`src/rtl/texture_mip_layout_calc_unit_macros.svh`:
```
// Assertion macros for the texture mip layout calculator.
// Included by the top level; no other dependencies.
`ifndef TEXTURE_MIP_LAYOUT_CALC_UNIT_MACROS_SVH
`define TEXTURE_MIP_LAYOUT_CALC_UNIT_MACROS_SVH

// Same-cycle implication, checked while reset is low.
`define TMLC_ASSERT_NOW(label, clk, rst, ante, cons) \
   label: assert property (@(posedge clk) disable iff (rst) (ante) |-> (cons)) \
      else $error("tmlc: same-cycle check failed");

// Next-cycle implication, checked while reset is low.
`define TMLC_ASSERT_NEXT(label, clk, rst, ante, cons) \
   label: assert property (@(posedge clk) disable iff (rst) (ante) |=> (cons)) \
      else $error("tmlc: next-cycle check failed");

`endif

```
`src/rtl/tmlc_pkg.sv`:
```
// Shared constants, types and format decode for the texture mip layout calculator.
// No dependencies.
package tmlc_pkg;

   localparam int MIP_COUNT  = 15;
   localparam int MAX_EXTENT = 16384;

   localparam int LEVEL_W  = 4;
   localparam int FORMAT_W = 7;
   localparam int EXTENT_W = 15;
   localparam int OFFSET_W = 33;
   localparam int PITCH_W  = 19;
   localparam int ROWS_W   = 15;
   localparam int SIZE_W   = 33;

   localparam int BYTES_W = 5;
   localparam int BLOCK_W = 4;

   localparam logic [LEVEL_W-1:0] LEVEL_MAX = LEVEL_W'(MIP_COUNT - 1);

   localparam int FMT_TABLE_SIZE = 79;
   localparam logic [FORMAT_W-1:0] FMT_COMP_FIRST = 7'd31;
   localparam logic [FORMAT_W-1:0] FMT_COMP_LAST  = 7'd72;
   localparam logic [FORMAT_W-1:0] FMT_ASTC_FIRST = 7'd45;

   // Block counts come from multiplying by 2^DIV_SHIFT / divisor, rounded up.
   // That is exact for any numerator below 2^15 and divisors up to 12.
   localparam int DIV_SHIFT = 19;
   localparam int RECIP_W   = 18;
   localparam logic [RECIP_W-1:0] RECIP_4  = RECIP_W'((2**DIV_SHIFT + 3) / 4);
   localparam logic [RECIP_W-1:0] RECIP_5  = RECIP_W'((2**DIV_SHIFT + 4) / 5);
   localparam logic [RECIP_W-1:0] RECIP_6  = RECIP_W'((2**DIV_SHIFT + 5) / 6);
   localparam logic [RECIP_W-1:0] RECIP_8  = RECIP_W'((2**DIV_SHIFT + 7) / 8);
   localparam logic [RECIP_W-1:0] RECIP_10 = RECIP_W'((2**DIV_SHIFT + 9) / 10);
   localparam logic [RECIP_W-1:0] RECIP_12 = RECIP_W'((2**DIV_SHIFT + 11) / 12);

   localparam logic [7:0] FMT_BITS [FMT_TABLE_SIZE] = '{
      8'd0,
      8'd128, 8'd128, 8'd128,
      8'd64, 8'd64, 8'd64,
      8'd96, 8'd96, 8'd96,
      8'd64, 8'd64, 8'd64,
      8'd32, 8'd32, 8'd32, 8'd32, 8'd32, 8'd32,
      8'd16, 8'd16, 8'd16,
      8'd32, 8'd32, 8'd32, 8'd32,
      8'd16, 8'd8,
      8'd32, 8'd32, 8'd16,
      8'd8, 8'd8, 8'd16, 8'd16, 8'd16, 8'd16, 8'd8, 8'd8,
      8'd16, 8'd16, 8'd16, 8'd16, 8'd16, 8'd16,
      8'd16, 8'd16, 8'd16, 8'd16, 8'd16, 8'd16, 8'd16,
      8'd16, 8'd16, 8'd16, 8'd16, 8'd16, 8'd16, 8'd16,
      8'd16, 8'd16, 8'd16, 8'd16, 8'd16, 8'd16, 8'd16,
      8'd16, 8'd16, 8'd16, 8'd16, 8'd16, 8'd16, 8'd16,
      8'd32, 8'd32, 8'd32,
      8'd64, 8'd32, 8'd32
   };

   localparam int ASTC_KINDS = 14;
   localparam logic [BLOCK_W-1:0] ASTC_BW [ASTC_KINDS] = '{
      4'd4, 4'd5, 4'd5, 4'd6, 4'd6, 4'd8, 4'd8, 4'd8, 4'd10, 4'd10, 4'd10, 4'd10, 4'd12, 4'd12
   };
   localparam logic [BLOCK_W-1:0] ASTC_BH [ASTC_KINDS] = '{
      4'd4, 4'd4, 4'd5, 4'd5, 4'd6, 4'd5, 4'd6, 4'd8, 4'd5, 4'd6, 4'd8, 4'd10, 4'd10, 4'd12
   };
   localparam logic [RECIP_W-1:0] ASTC_RW [ASTC_KINDS] = '{
      RECIP_4, RECIP_5, RECIP_5, RECIP_6, RECIP_6, RECIP_8, RECIP_8,
      RECIP_8, RECIP_10, RECIP_10, RECIP_10, RECIP_10, RECIP_12, RECIP_12
   };
   localparam logic [RECIP_W-1:0] ASTC_RH [ASTC_KINDS] = '{
      RECIP_4, RECIP_4, RECIP_5, RECIP_5, RECIP_6, RECIP_5, RECIP_6,
      RECIP_8, RECIP_5, RECIP_6, RECIP_8, RECIP_10, RECIP_10, RECIP_12
   };

   typedef struct packed {
      logic [BYTES_W-1:0] bytes;
      logic               comp;
      logic [BLOCK_W-1:0] bw_m1;
      logic [BLOCK_W-1:0] bh_m1;
      logic [RECIP_W-1:0] recip_w;
      logic [RECIP_W-1:0] recip_h;
   } fmt_info_type;

   // Controller to datapath commands.
   typedef struct packed {
      logic load;
      logic div;
      logic acc;
      logic pitch;
      logic size;
      logic out_load;
   } tmlc_cmd_type;

   function automatic fmt_info_type fmt_decode(input logic [FORMAT_W-1:0] code);
      fmt_info_type       info;
      logic [FORMAT_W-1:0] rel;
      logic [3:0]         kind;
      info.bytes   = '0;
      info.comp    = 1'b0;
      info.bw_m1   = 4'd3;
      info.bh_m1   = 4'd3;
      info.recip_w = RECIP_4;
      info.recip_h = RECIP_4;
      rel  = code - FMT_ASTC_FIRST;
      kind = rel[4:1];
      if (32'(code) < FMT_TABLE_SIZE) begin
         info.bytes = FMT_BITS[code][7:3];
         info.comp  = (code >= FMT_COMP_FIRST) && (code <= FMT_COMP_LAST);
         if (info.comp && (code >= FMT_ASTC_FIRST)) begin
            info.bw_m1   = ASTC_BW[kind] - 4'd1;
            info.bh_m1   = ASTC_BH[kind] - 4'd1;
            info.recip_w = ASTC_RW[kind];
            info.recip_h = ASTC_RH[kind];
         end
      end
      return info;
   endfunction

endpackage

```
`src/rtl/tmlc_ifs.sv`:
```
// Valid/ready channel interfaces for requests and responses.
// Depends on tmlc_pkg for field widths.
interface tmlc_req_if import tmlc_pkg::*; ();
   logic                valid;
   logic                ready;
   logic [LEVEL_W-1:0]  mip_level;
   logic [FORMAT_W-1:0] format_code;
   logic [EXTENT_W-1:0] base_width;
   logic [EXTENT_W-1:0] base_height;

   modport source (output valid, mip_level, format_code, base_width, base_height,
                   input ready);
   modport sink (input valid, mip_level, format_code, base_width, base_height,
                 output ready);
endinterface

interface tmlc_rsp_if import tmlc_pkg::*; ();
   logic                valid;
   logic                ready;
   logic [OFFSET_W-1:0] byte_offset;
   logic [PITCH_W-1:0]  row_pitch;
   logic [ROWS_W-1:0]   row_count;
   logic [SIZE_W-1:0]   level_size;

   modport source (output valid, byte_offset, row_pitch, row_count, level_size,
                   input ready);
   modport sink (input valid, byte_offset, row_pitch, row_count, level_size,
                 output ready);
endinterface

```
`src/rtl/tmlc_ctrl.sv`:
```
// Sequencer for the mip chain walk: three steps per level, then the result hand-off.
// Depends on tmlc_pkg.
module tmlc_ctrl import tmlc_pkg::*; #(
   parameter logic [LEVEL_W-1:0] LAST_LEVEL = LEVEL_MAX
) (
   input  logic               clock,
   input  logic               reset,
   input  logic               req_valid,
   input  logic [LEVEL_W-1:0] req_mip_level,
   output logic               req_ready,
   input  logic               rsp_ready,
   output logic               rsp_valid,
   output tmlc_cmd_type       cmd
);

   typedef enum logic [2:0] {
      ST_IDLE,
      ST_DIV,
      ST_PITCH,
      ST_SIZE,
      ST_EMIT
   } state_type;

   state_type          state_ff, state_in;
   logic [LEVEL_W-1:0] target_ff, target_in;
   logic [LEVEL_W-1:0] count_ff, count_in;
   logic               rsp_valid_ff, rsp_valid_in;

   always_comb begin
      state_in     = state_ff;
      target_in    = target_ff;
      count_in     = count_ff;
      rsp_valid_in = rsp_valid_ff;
      cmd          = '0;
      if (rsp_valid_ff && rsp_ready) begin
         rsp_valid_in = 1'b0;
      end
      case (state_ff)
         ST_IDLE: begin
            if (req_valid) begin
               cmd.load  = 1'b1;
               target_in = (req_mip_level > LAST_LEVEL) ? LAST_LEVEL : req_mip_level;
               count_in  = '0;
               state_in  = ST_DIV;
            end
         end
         ST_DIV: begin
            cmd.div  = 1'b1;
            cmd.acc  = (count_ff != '0);
            state_in = ST_PITCH;
         end
         ST_PITCH: begin
            cmd.pitch = 1'b1;
            state_in  = ST_SIZE;
         end
         ST_SIZE: begin
            cmd.size = 1'b1;
            if (count_ff == target_ff) begin
               state_in = ST_EMIT;
            end else begin
               count_in = count_ff + 1'b1;
               state_in = ST_DIV;
            end
         end
         ST_EMIT: begin
            if (!rsp_valid_ff || rsp_ready) begin
               cmd.out_load = 1'b1;
               rsp_valid_in = 1'b1;
               state_in     = ST_IDLE;
            end
         end
         default: begin
            state_in = ST_IDLE;
         end
      endcase
   end

   always_ff @(posedge clock) begin
      if (reset) begin
         state_ff     <= ST_IDLE;
         target_ff    <= '0;
         count_ff     <= '0;
         rsp_valid_ff <= 1'b0;
      end else begin
         state_ff     <= state_in;
         target_ff    <= target_in;
         count_ff     <= count_in;
         rsp_valid_ff <= rsp_valid_in;
      end
   end

   assign req_ready = (state_ff == ST_IDLE);
   assign rsp_valid = rsp_valid_ff;

endmodule

```
`src/rtl/tmlc_dp.sv`:
```
// Datapath: extent halving, block rounding, pitch and size products, offset sum.
// Depends on tmlc_pkg; driven by tmlc_ctrl commands.
module tmlc_dp import tmlc_pkg::*; #(
   parameter int EXTENT_LIMIT = MAX_EXTENT
) (
   input  logic                clock,
   input  tmlc_cmd_type        cmd,
   input  logic [FORMAT_W-1:0] req_format_code,
   input  logic [EXTENT_W-1:0] req_base_width,
   input  logic [EXTENT_W-1:0] req_base_height,
   output logic [OFFSET_W-1:0] rsp_byte_offset,
   output logic [PITCH_W-1:0]  rsp_row_pitch,
   output logic [ROWS_W-1:0]   rsp_row_count,
   output logic [SIZE_W-1:0]   rsp_level_size
);

   localparam int NUM_W  = EXTENT_W + 1;
   localparam int PROD_W = NUM_W + RECIP_W;

   function automatic logic [EXTENT_W-1:0] clamp_extent(input logic [EXTENT_W-1:0] v);
      logic [EXTENT_W-1:0] e;
      e = v;
      if (e == '0) begin
         e = EXTENT_W'(1);
      end
      if (32'(e) > EXTENT_LIMIT) begin
         e = EXTENT_W'(EXTENT_LIMIT);
      end
      return e;
   endfunction

   function automatic logic [EXTENT_W-1:0] halve(input logic [EXTENT_W-1:0] v);
      return (v[EXTENT_W-1:1] == '0) ? EXTENT_W'(1) : (v >> 1);
   endfunction

   fmt_info_type        fmt_ff;
   logic [EXTENT_W-1:0] width_ff, height_ff;
   logic [EXTENT_W-1:0] cols_ff, rows_ff;
   logic [PITCH_W-1:0]  pitch_ff;
   logic [SIZE_W-1:0]   size_ff;
   logic [OFFSET_W-1:0] offset_ff;

   logic [OFFSET_W-1:0] out_offset_ff;
   logic [PITCH_W-1:0]  out_pitch_ff;
   logic [ROWS_W-1:0]   out_rows_ff;
   logic [SIZE_W-1:0]   out_size_ff;

   logic [NUM_W-1:0]    num_w, num_h;
   logic [PROD_W-1:0]   prod_w, prod_h;
   logic [EXTENT_W-1:0] cols_in, rows_in;
   logic [19:0]         pitch_prod;
   logic [33:0]         size_prod;

   // Rounded-up block counts by reciprocal multiply.
   assign num_w   = NUM_W'(width_ff) + NUM_W'(fmt_ff.bw_m1);
   assign num_h   = NUM_W'(height_ff) + NUM_W'(fmt_ff.bh_m1);
   assign prod_w  = PROD_W'(num_w) * PROD_W'(fmt_ff.recip_w);
   assign prod_h  = PROD_W'(num_h) * PROD_W'(fmt_ff.recip_h);
   assign cols_in = fmt_ff.comp ? prod_w[DIV_SHIFT +: EXTENT_W] : width_ff;
   assign rows_in = fmt_ff.comp ? prod_h[DIV_SHIFT +: EXTENT_W] : height_ff;

   assign pitch_prod = 20'(cols_ff) * 20'(fmt_ff.bytes);
   assign size_prod  = 34'(pitch_ff) * 34'(rows_ff);

   always_ff @(posedge clock) begin
      if (cmd.load) begin
         fmt_ff    <= fmt_decode(req_format_code);
         width_ff  <= clamp_extent(req_base_width);
         height_ff <= clamp_extent(req_base_height);
         offset_ff <= '0;
      end
      if (cmd.div) begin
         cols_ff   <= cols_in;
         rows_ff   <= rows_in;
         width_ff  <= halve(width_ff);
         height_ff <= halve(height_ff);
         if (cmd.acc) begin
            offset_ff <= offset_ff + size_ff;
         end
      end
      if (cmd.pitch) begin
         pitch_ff <= pitch_prod[PITCH_W-1:0];
      end
      if (cmd.size) begin
         size_ff <= size_prod[SIZE_W-1:0];
      end
      if (cmd.out_load) begin
         out_offset_ff <= offset_ff;
         out_pitch_ff  <= pitch_ff;
         out_rows_ff   <= rows_ff;
         out_size_ff   <= size_ff;
      end
   end

   assign rsp_byte_offset = out_offset_ff;
   assign rsp_row_pitch   = out_pitch_ff;
   assign rsp_row_count   = out_rows_ff;
   assign rsp_level_size  = out_size_ff;

endmodule

```
`src/rtl/texture_mip_layout_calc_unit.sv`:
```
// Each accepted item walks the mip levels from zero up to the requested one, capped
// at MIP_LEVELS - 1, going through the block-rounding, pitch and size multiply steps
// per level; no new item is taken until its result is handed to the output register.
// A waiting result sits in an output register, so a new item can start while it waits.
// Reset is synchronous and active high; it returns the sequencer to idle and drops the
// response valid; datapath payload registers are not reset.
`include "texture_mip_layout_calc_unit_macros.svh"

module texture_mip_layout_calc_unit import tmlc_pkg::*; #(
   parameter int MIP_LEVELS   = MIP_COUNT,
   parameter int EXTENT_LIMIT = MAX_EXTENT
) (
   input  logic        clock,
   input  logic        reset,
   tmlc_req_if.sink    req_bus,
   tmlc_rsp_if.source  rsp_bus
);

   // Commands from the sequencer to the datapath. Each accepted item is loaded
   // into the datapath, then every mip level from zero up to the requested one
   // (capped at MIP_LEVELS - 1) takes three steps: rounding the extents to block
   // counts (and adding the previous level's size to the running offset), forming
   // the row pitch, and forming the level size. After the last level the result
   // is copied into the output register once that register is free.
   tmlc_cmd_type cmd;

   tmlc_ctrl #(
      .LAST_LEVEL (LEVEL_W'(MIP_LEVELS - 1))
   ) u_ctrl (
      .clock         (clock),
      .reset         (reset),
      .req_valid     (req_bus.valid),
      .req_mip_level (req_bus.mip_level),
      .req_ready     (req_bus.ready),
      .rsp_ready     (rsp_bus.ready),
      .rsp_valid     (rsp_bus.valid),
      .cmd           (cmd)
   );

   tmlc_dp #(
      .EXTENT_LIMIT (EXTENT_LIMIT)
   ) u_dp (
      .clock           (clock),
      .cmd             (cmd),
      .req_format_code (req_bus.format_code),
      .req_base_width  (req_bus.base_width),
      .req_base_height (req_bus.base_height),
      .rsp_byte_offset (rsp_bus.byte_offset),
      .rsp_row_pitch   (rsp_bus.row_pitch),
      .rsp_row_count   (rsp_bus.row_count),
      .rsp_level_size  (rsp_bus.level_size)
   );

   // The sequencer leaves idle as soon as an item is taken.
   `TMLC_ASSERT_NEXT(a_busy_after_accept, clock, reset,
                     req_bus.valid && req_bus.ready, !req_bus.ready)
   // A result loaded into the output register is offered in the next cycle.
   `TMLC_ASSERT_NEXT(a_load_shows_valid, clock, reset, cmd.out_load, rsp_bus.valid)
   // The output register is never overwritten while its item is still waiting.
   `TMLC_ASSERT_NOW(a_no_overwrite, clock, reset, cmd.out_load,
                    !rsp_bus.valid || rsp_bus.ready)
   // Only one datapath step is commanded in any cycle.
   `TMLC_ASSERT_NOW(a_one_step, clock, reset, 1'b1,
                    $onehot0({cmd.load, cmd.div, cmd.pitch, cmd.size, cmd.out_load}))

endmodule
```
`src/flat_wrapper.sv`:
```
// flat-port wrapper written by rule: the top's interface ports become plain ports
module texture_mip_layout_calc_unit_flat import tmlc_pkg::*;
#(
   parameter int MIP_LEVELS   = MIP_COUNT,
   parameter int EXTENT_LIMIT = MAX_EXTENT
)
  (clock, reset, req_bus_valid, req_bus_mip_level, req_bus_format_code, req_bus_base_width, req_bus_base_height, req_bus_ready, rsp_bus_valid, rsp_bus_byte_offset, rsp_bus_row_pitch, rsp_bus_row_count, rsp_bus_level_size, rsp_bus_ready);
  tmlc_req_if req_bus_i ();
  tmlc_rsp_if rsp_bus_i ();
  input  logic clock;
  input  logic reset;
  input wire logic [$bits(req_bus_i.valid)-1:0] req_bus_valid;
  input wire logic [$bits(req_bus_i.mip_level)-1:0] req_bus_mip_level;
  input wire logic [$bits(req_bus_i.format_code)-1:0] req_bus_format_code;
  input wire logic [$bits(req_bus_i.base_width)-1:0] req_bus_base_width;
  input wire logic [$bits(req_bus_i.base_height)-1:0] req_bus_base_height;
  output wire logic [$bits(req_bus_i.ready)-1:0] req_bus_ready;
  output wire logic [$bits(rsp_bus_i.valid)-1:0] rsp_bus_valid;
  output wire logic [$bits(rsp_bus_i.byte_offset)-1:0] rsp_bus_byte_offset;
  output wire logic [$bits(rsp_bus_i.row_pitch)-1:0] rsp_bus_row_pitch;
  output wire logic [$bits(rsp_bus_i.row_count)-1:0] rsp_bus_row_count;
  output wire logic [$bits(rsp_bus_i.level_size)-1:0] rsp_bus_level_size;
  input wire logic [$bits(rsp_bus_i.ready)-1:0] rsp_bus_ready;
  assign req_bus_i.valid = req_bus_valid;
  assign req_bus_i.mip_level = req_bus_mip_level;
  assign req_bus_i.format_code = req_bus_format_code;
  assign req_bus_i.base_width = req_bus_base_width;
  assign req_bus_i.base_height = req_bus_base_height;
  assign req_bus_ready = req_bus_i.ready;
  assign rsp_bus_valid = rsp_bus_i.valid;
  assign rsp_bus_byte_offset = rsp_bus_i.byte_offset;
  assign rsp_bus_row_pitch = rsp_bus_i.row_pitch;
  assign rsp_bus_row_count = rsp_bus_i.row_count;
  assign rsp_bus_level_size = rsp_bus_i.level_size;
  assign rsp_bus_i.ready = rsp_bus_ready;
  texture_mip_layout_calc_unit #(.MIP_LEVELS(MIP_LEVELS), .EXTENT_LIMIT(EXTENT_LIMIT)) u_core (.clock(clock), .reset(reset), .req_bus(req_bus_i), .rsp_bus(rsp_bus_i));
endmodule
```
`config.mk`:
```
export PLATFORM = sky130hd
export DESIGN_NAME = texture_mip_layout_calc_unit_flat
export DESIGN_NICKNAME = d
export VERILOG_FILES = /design/src/rtl/tmlc_pkg.sv /design/src/rtl/tmlc_ifs.sv /design/src/rtl/tmlc_ctrl.sv /design/src/rtl/tmlc_dp.sv /design/src/rtl/texture_mip_layout_calc_unit.sv /design/src/flat_wrapper.sv
export VERILOG_INCLUDE_DIRS = /design/src /design/src/rtl
export SDC_FILE = /design/constraint.sdc
export NUM_CORES = 2
export LEC_CHECK = 0
export BUFFER_PORTS_ARGS = -buffer_cell sky130_fd_sc_hd__buf_2
export CORE_MARGIN = 3
export CORE_UTILIZATION = 45
export CTS_BUF_LIST = sky130_fd_sc_hd__clkbuf_16
export DETAILED_ROUTE_END_ITERATION = 16
export SLEW_MARGIN = 40
export SYNTH_ARGS = -nofsm -noshare
export SYNTH_HDL_FRONTEND = slang
export SYNTH_SLANG_ARGS = --single-unit
```
`constraint.sdc`:
```
create_clock -name clock -period 8.44 [get_ports clock]
set_input_delay 1.688 -clock clock [delete_from_list [all_inputs] [get_ports clock]]
set_output_delay 1.688 -clock clock [all_outputs]
set_load 0.005 [all_outputs]
```
==> key figures <==
Yosys
  – Post-synth top area share: 32.11%
  – Synth Area in Adders: between 40% and 50%
  – Distinct cells, synth: 78
  – Syn Std Cell Area: 37230 um2
  – Ys async rst share: 0%
  – Most common cell in the netlist: inv_1
  – Synth Area in Simple Gates: between 10% and 20%
  – Post-synthesis mux area share: less than 1%
  – Count of state elements after synthesis: roughly 290
  – Number of flops mapped to enable cells by yosys: 242
  – Compound-Gate Fraction of Synth Area: under 10%
  – Sequential element share of the synthesized area: roughly 22%
  – Largest family of logic cells by synthesized area: adder cells
  – Area leader, netlist: fa_1
  – Mapped Cells: 3639
  – XOR/XNOR share of the synthesized area: 3.459%
  – Net count after synthesis: roughly 4700
  – Synth Warn #: 0
  – Top_reg_cell synth: edfxtp_1
  – Syn_area_per_cell: between 10 and 15 um2
  – Largest cells by area after synthesis: fa_1, edfxtp_1, ha_1, inv_1, and2_1
  – Synth cell count leaders: inv_1, fa_1, nand2_1

Global routing
  – Global Route Usage Sum: 21.11%
  – First-pass GRT wire length: 144500 um
  – Largest net degree at the start of global routing: 66
  – Antenna violations before repair: 3
  – Vias in the first global route: about 27000
  – GR Overflow Total: 0

Timing
  – Hold Fails Final Rpt: 0
  – FMAX: approximately 120 MHz
  – Final min period: roughly 8 ns
  – Slew @ Worst Pin: approximately 0.86 ns
  – Setup violations, final: 0
  – Aggregate negative setup slack: 0 ns
  – Clk_skew: approximately 0.035 ns
  – Headroom to the max-slew limit: between 40% and 50%
  – Slew Limit Fails: 0
  – Fin crit share: 95.46%

Routing
  – Via density: around 5.2
  – Routed length on met2: around 41000 um
  – Post-route ant nets: 0
  – Number of remaining DRC errors: 0
  – WL final: 88250 um
  – Met1 Wirelength: ~40000 um
  – Via count: ~25000
  – Top sig layer: met4
  – Drt first-iter violations: about 1600
  – DR pass1 iterations: 7
  – Wire length on met3: a little under 5000 um
  – WL per Instance: approximately 18 um

Run
  – Max Cap Viol: 0

Cells and area
  – Final instance area: around 41000 um2
  – Layout cells sized above 1: slightly above 8%
  – Area Overhead vs Synth: 9.257%
  – Final net count: around 4800
  – Antenna Diode Count: 0

Hold path
  – Hold Path Class: reg2reg

Clock tree
  – Root Buffer: clkbuf_16
  – Buffer count from post-CTS setup fixing: 0
  – Worst-path clk slew: roughly 0.06 ns
  – Clock buffer count from CTS: 36
  – CTS sink count: 287
  – Hold_buf cts: 0
  – H-tree depth: 2
  – CTS tree: built
  – Maximum clock path buffer count: 3
  – Clk_lat worst skew: around 0.55 ns

Placement
  – Port Buffer Count: 146
  – Hpwl dp: around 73000 um
  – Placed Area: about 39000 um2
  – RePlAce Congestion: a little over 0.9

Critical path
  – Critical Setup Path Class: reg2reg
  – Required @ worst endpoint: between 8 and 9 ns
  – Crit-path max FO: 8
  – Top delay family on crit path: adder cells
  – R2R Setup Slk: ~0.38 ns
  – Startpoint types: flip-flop
  – WP data arrival: 8.33 ns
  – Crit path largest cell delay: between 0.5 and 0.6 ns
  – CP max stage cell: fa_1
  – Worst setup EP type: flip-flop
  – Buf+Inv Stages, Crit Path: 7

Status
  – Status: completed

Die
  – Core area: 81200 um2
  – Die height: around 290 um
  – Die width: between 200 and 300 um
  – DIE AREA: 86210 um2
  – Initial Utilization: a little under half
  – Row count: 104
  – I/O Pins: between 100 and 150
path summary, 6_finish.rpt:
kind                                                  end                      start  depth (start not counted)
worst max-delay path              u_core.u_dp.cols_ff[13]    u_core.u_dp.width_ff[0]                         32
worst min-delay path            u_core.u_dp.offset_ff[32]  u_core.u_dp.offset_ff[32]                          1
worst max register to register    u_core.u_dp.cols_ff[13]    u_core.u_dp.width_ff[0]                         32
worst min register to register  u_core.u_dp.offset_ff[32]  u_core.u_dp.offset_ff[32]                          1
registers in the layout (all words and copies together), names as in the netlist, 15 cells and up:
| signal | count |
|---|---|
| u_core.u_dp.rsp_byte_offset | 33 |
| u_core.u_dp.pitch_ff | 19 |
| u_core.u_dp.cols_ff | 15 |
| u_core.u_dp.offset_ff | 33 |
| u_core.u_dp.size_ff | 33 |
| u_core.u_dp.rsp_row_pitch | 19 |
| u_core.u_dp.rsp_level_size | 33 |
| u_core.u_dp.rows_ff | 15 |
| u_core.u_dp.rsp_row_count | 15 |
| u_core.u_dp.height_ff | 15 |
| u_core.u_dp.width_ff | 15 |
| u_core.u_dp.fmt_ff | 30 |
timing repair:
item,CTS,global route
setup endpoints to repair,2,13
gates resized for setup,2,23
pin swaps,0,1
area by class of cell:
type / instances / area, um2
flip-flops and latches: 287 / 8168
well taps: 1060 / 1326
clock buffers: 36 / 900.9
fillers: 7555 / 40530
repair buffers: 198 / 1144
inverters: 709 / 2661
multi-input cells: 2542 / 26210
clock inverters: 28 / 261.5
per-layer routing:
layer	vias to the layer above	track usage (%)
met5	-	0
met4	0	5.428
met3	119	3.260
met2	589	35.03
met1	12650	29.13
li1	11880	-
through the flow:
stage	instances	hold WS [ns]	worst slack [ns]	utilization, %
global route	4860	0.4786	-0.06254	50.09
finish	4860	0.4641	0.3828	50.09
global placement	4792	0.4471	0.09793	48.39
detailed placement	4794	0.4474	-0.09300	48.44
CTS	4858	0.4643	0.09010	49.88
floorplan	3639	0.4244	0.7822	-
kinds of logic (layout without fill, tap and decap cells):
| group | count (synthesis) | count (layout) |
|---|---|---|
| adders and majority gates | 982 | 982 |
| DFF | 287 | 287 |
| xor gates and xnor gates | 147 | 147 |
| AOI/OAI and AO/OA | 416 | 416 |
| and+or+nand+nor | 971 | 971 |
| buffers and inverters | 810 | 971 |
| muxes | 26 | 26 |
cells in the final DEF, fill, tap and decap left out, drive strengths merged, types with 7 or more instances in the layout:
cell type / count
xor2: 39
edfxtp: 242
nor2b: 42
a211oi: 14
fa: 597
dfxtp: 45
nand2b: 29
or3: 11
clkinv: 15
a21oi: 108
nand4: 19
o21bai: 17
nor2: 89
nor3: 28
mux2: 21
xnor2: 108
buf: 198
ha: 385
clkbuf: 36
nand2: 396
and3: 18
a22o: 49
o21ai: 70
nor4: 14
a31oi: 13
inv: 716
nand3: 33
o21a: 12
and2: 270
a21boi: 7
o211ai: 7
a21o: 65
Power is left out: the tool's default activity adds up to more than one toggle a clock period on the data nets, which glitch-free logic cannot reach.
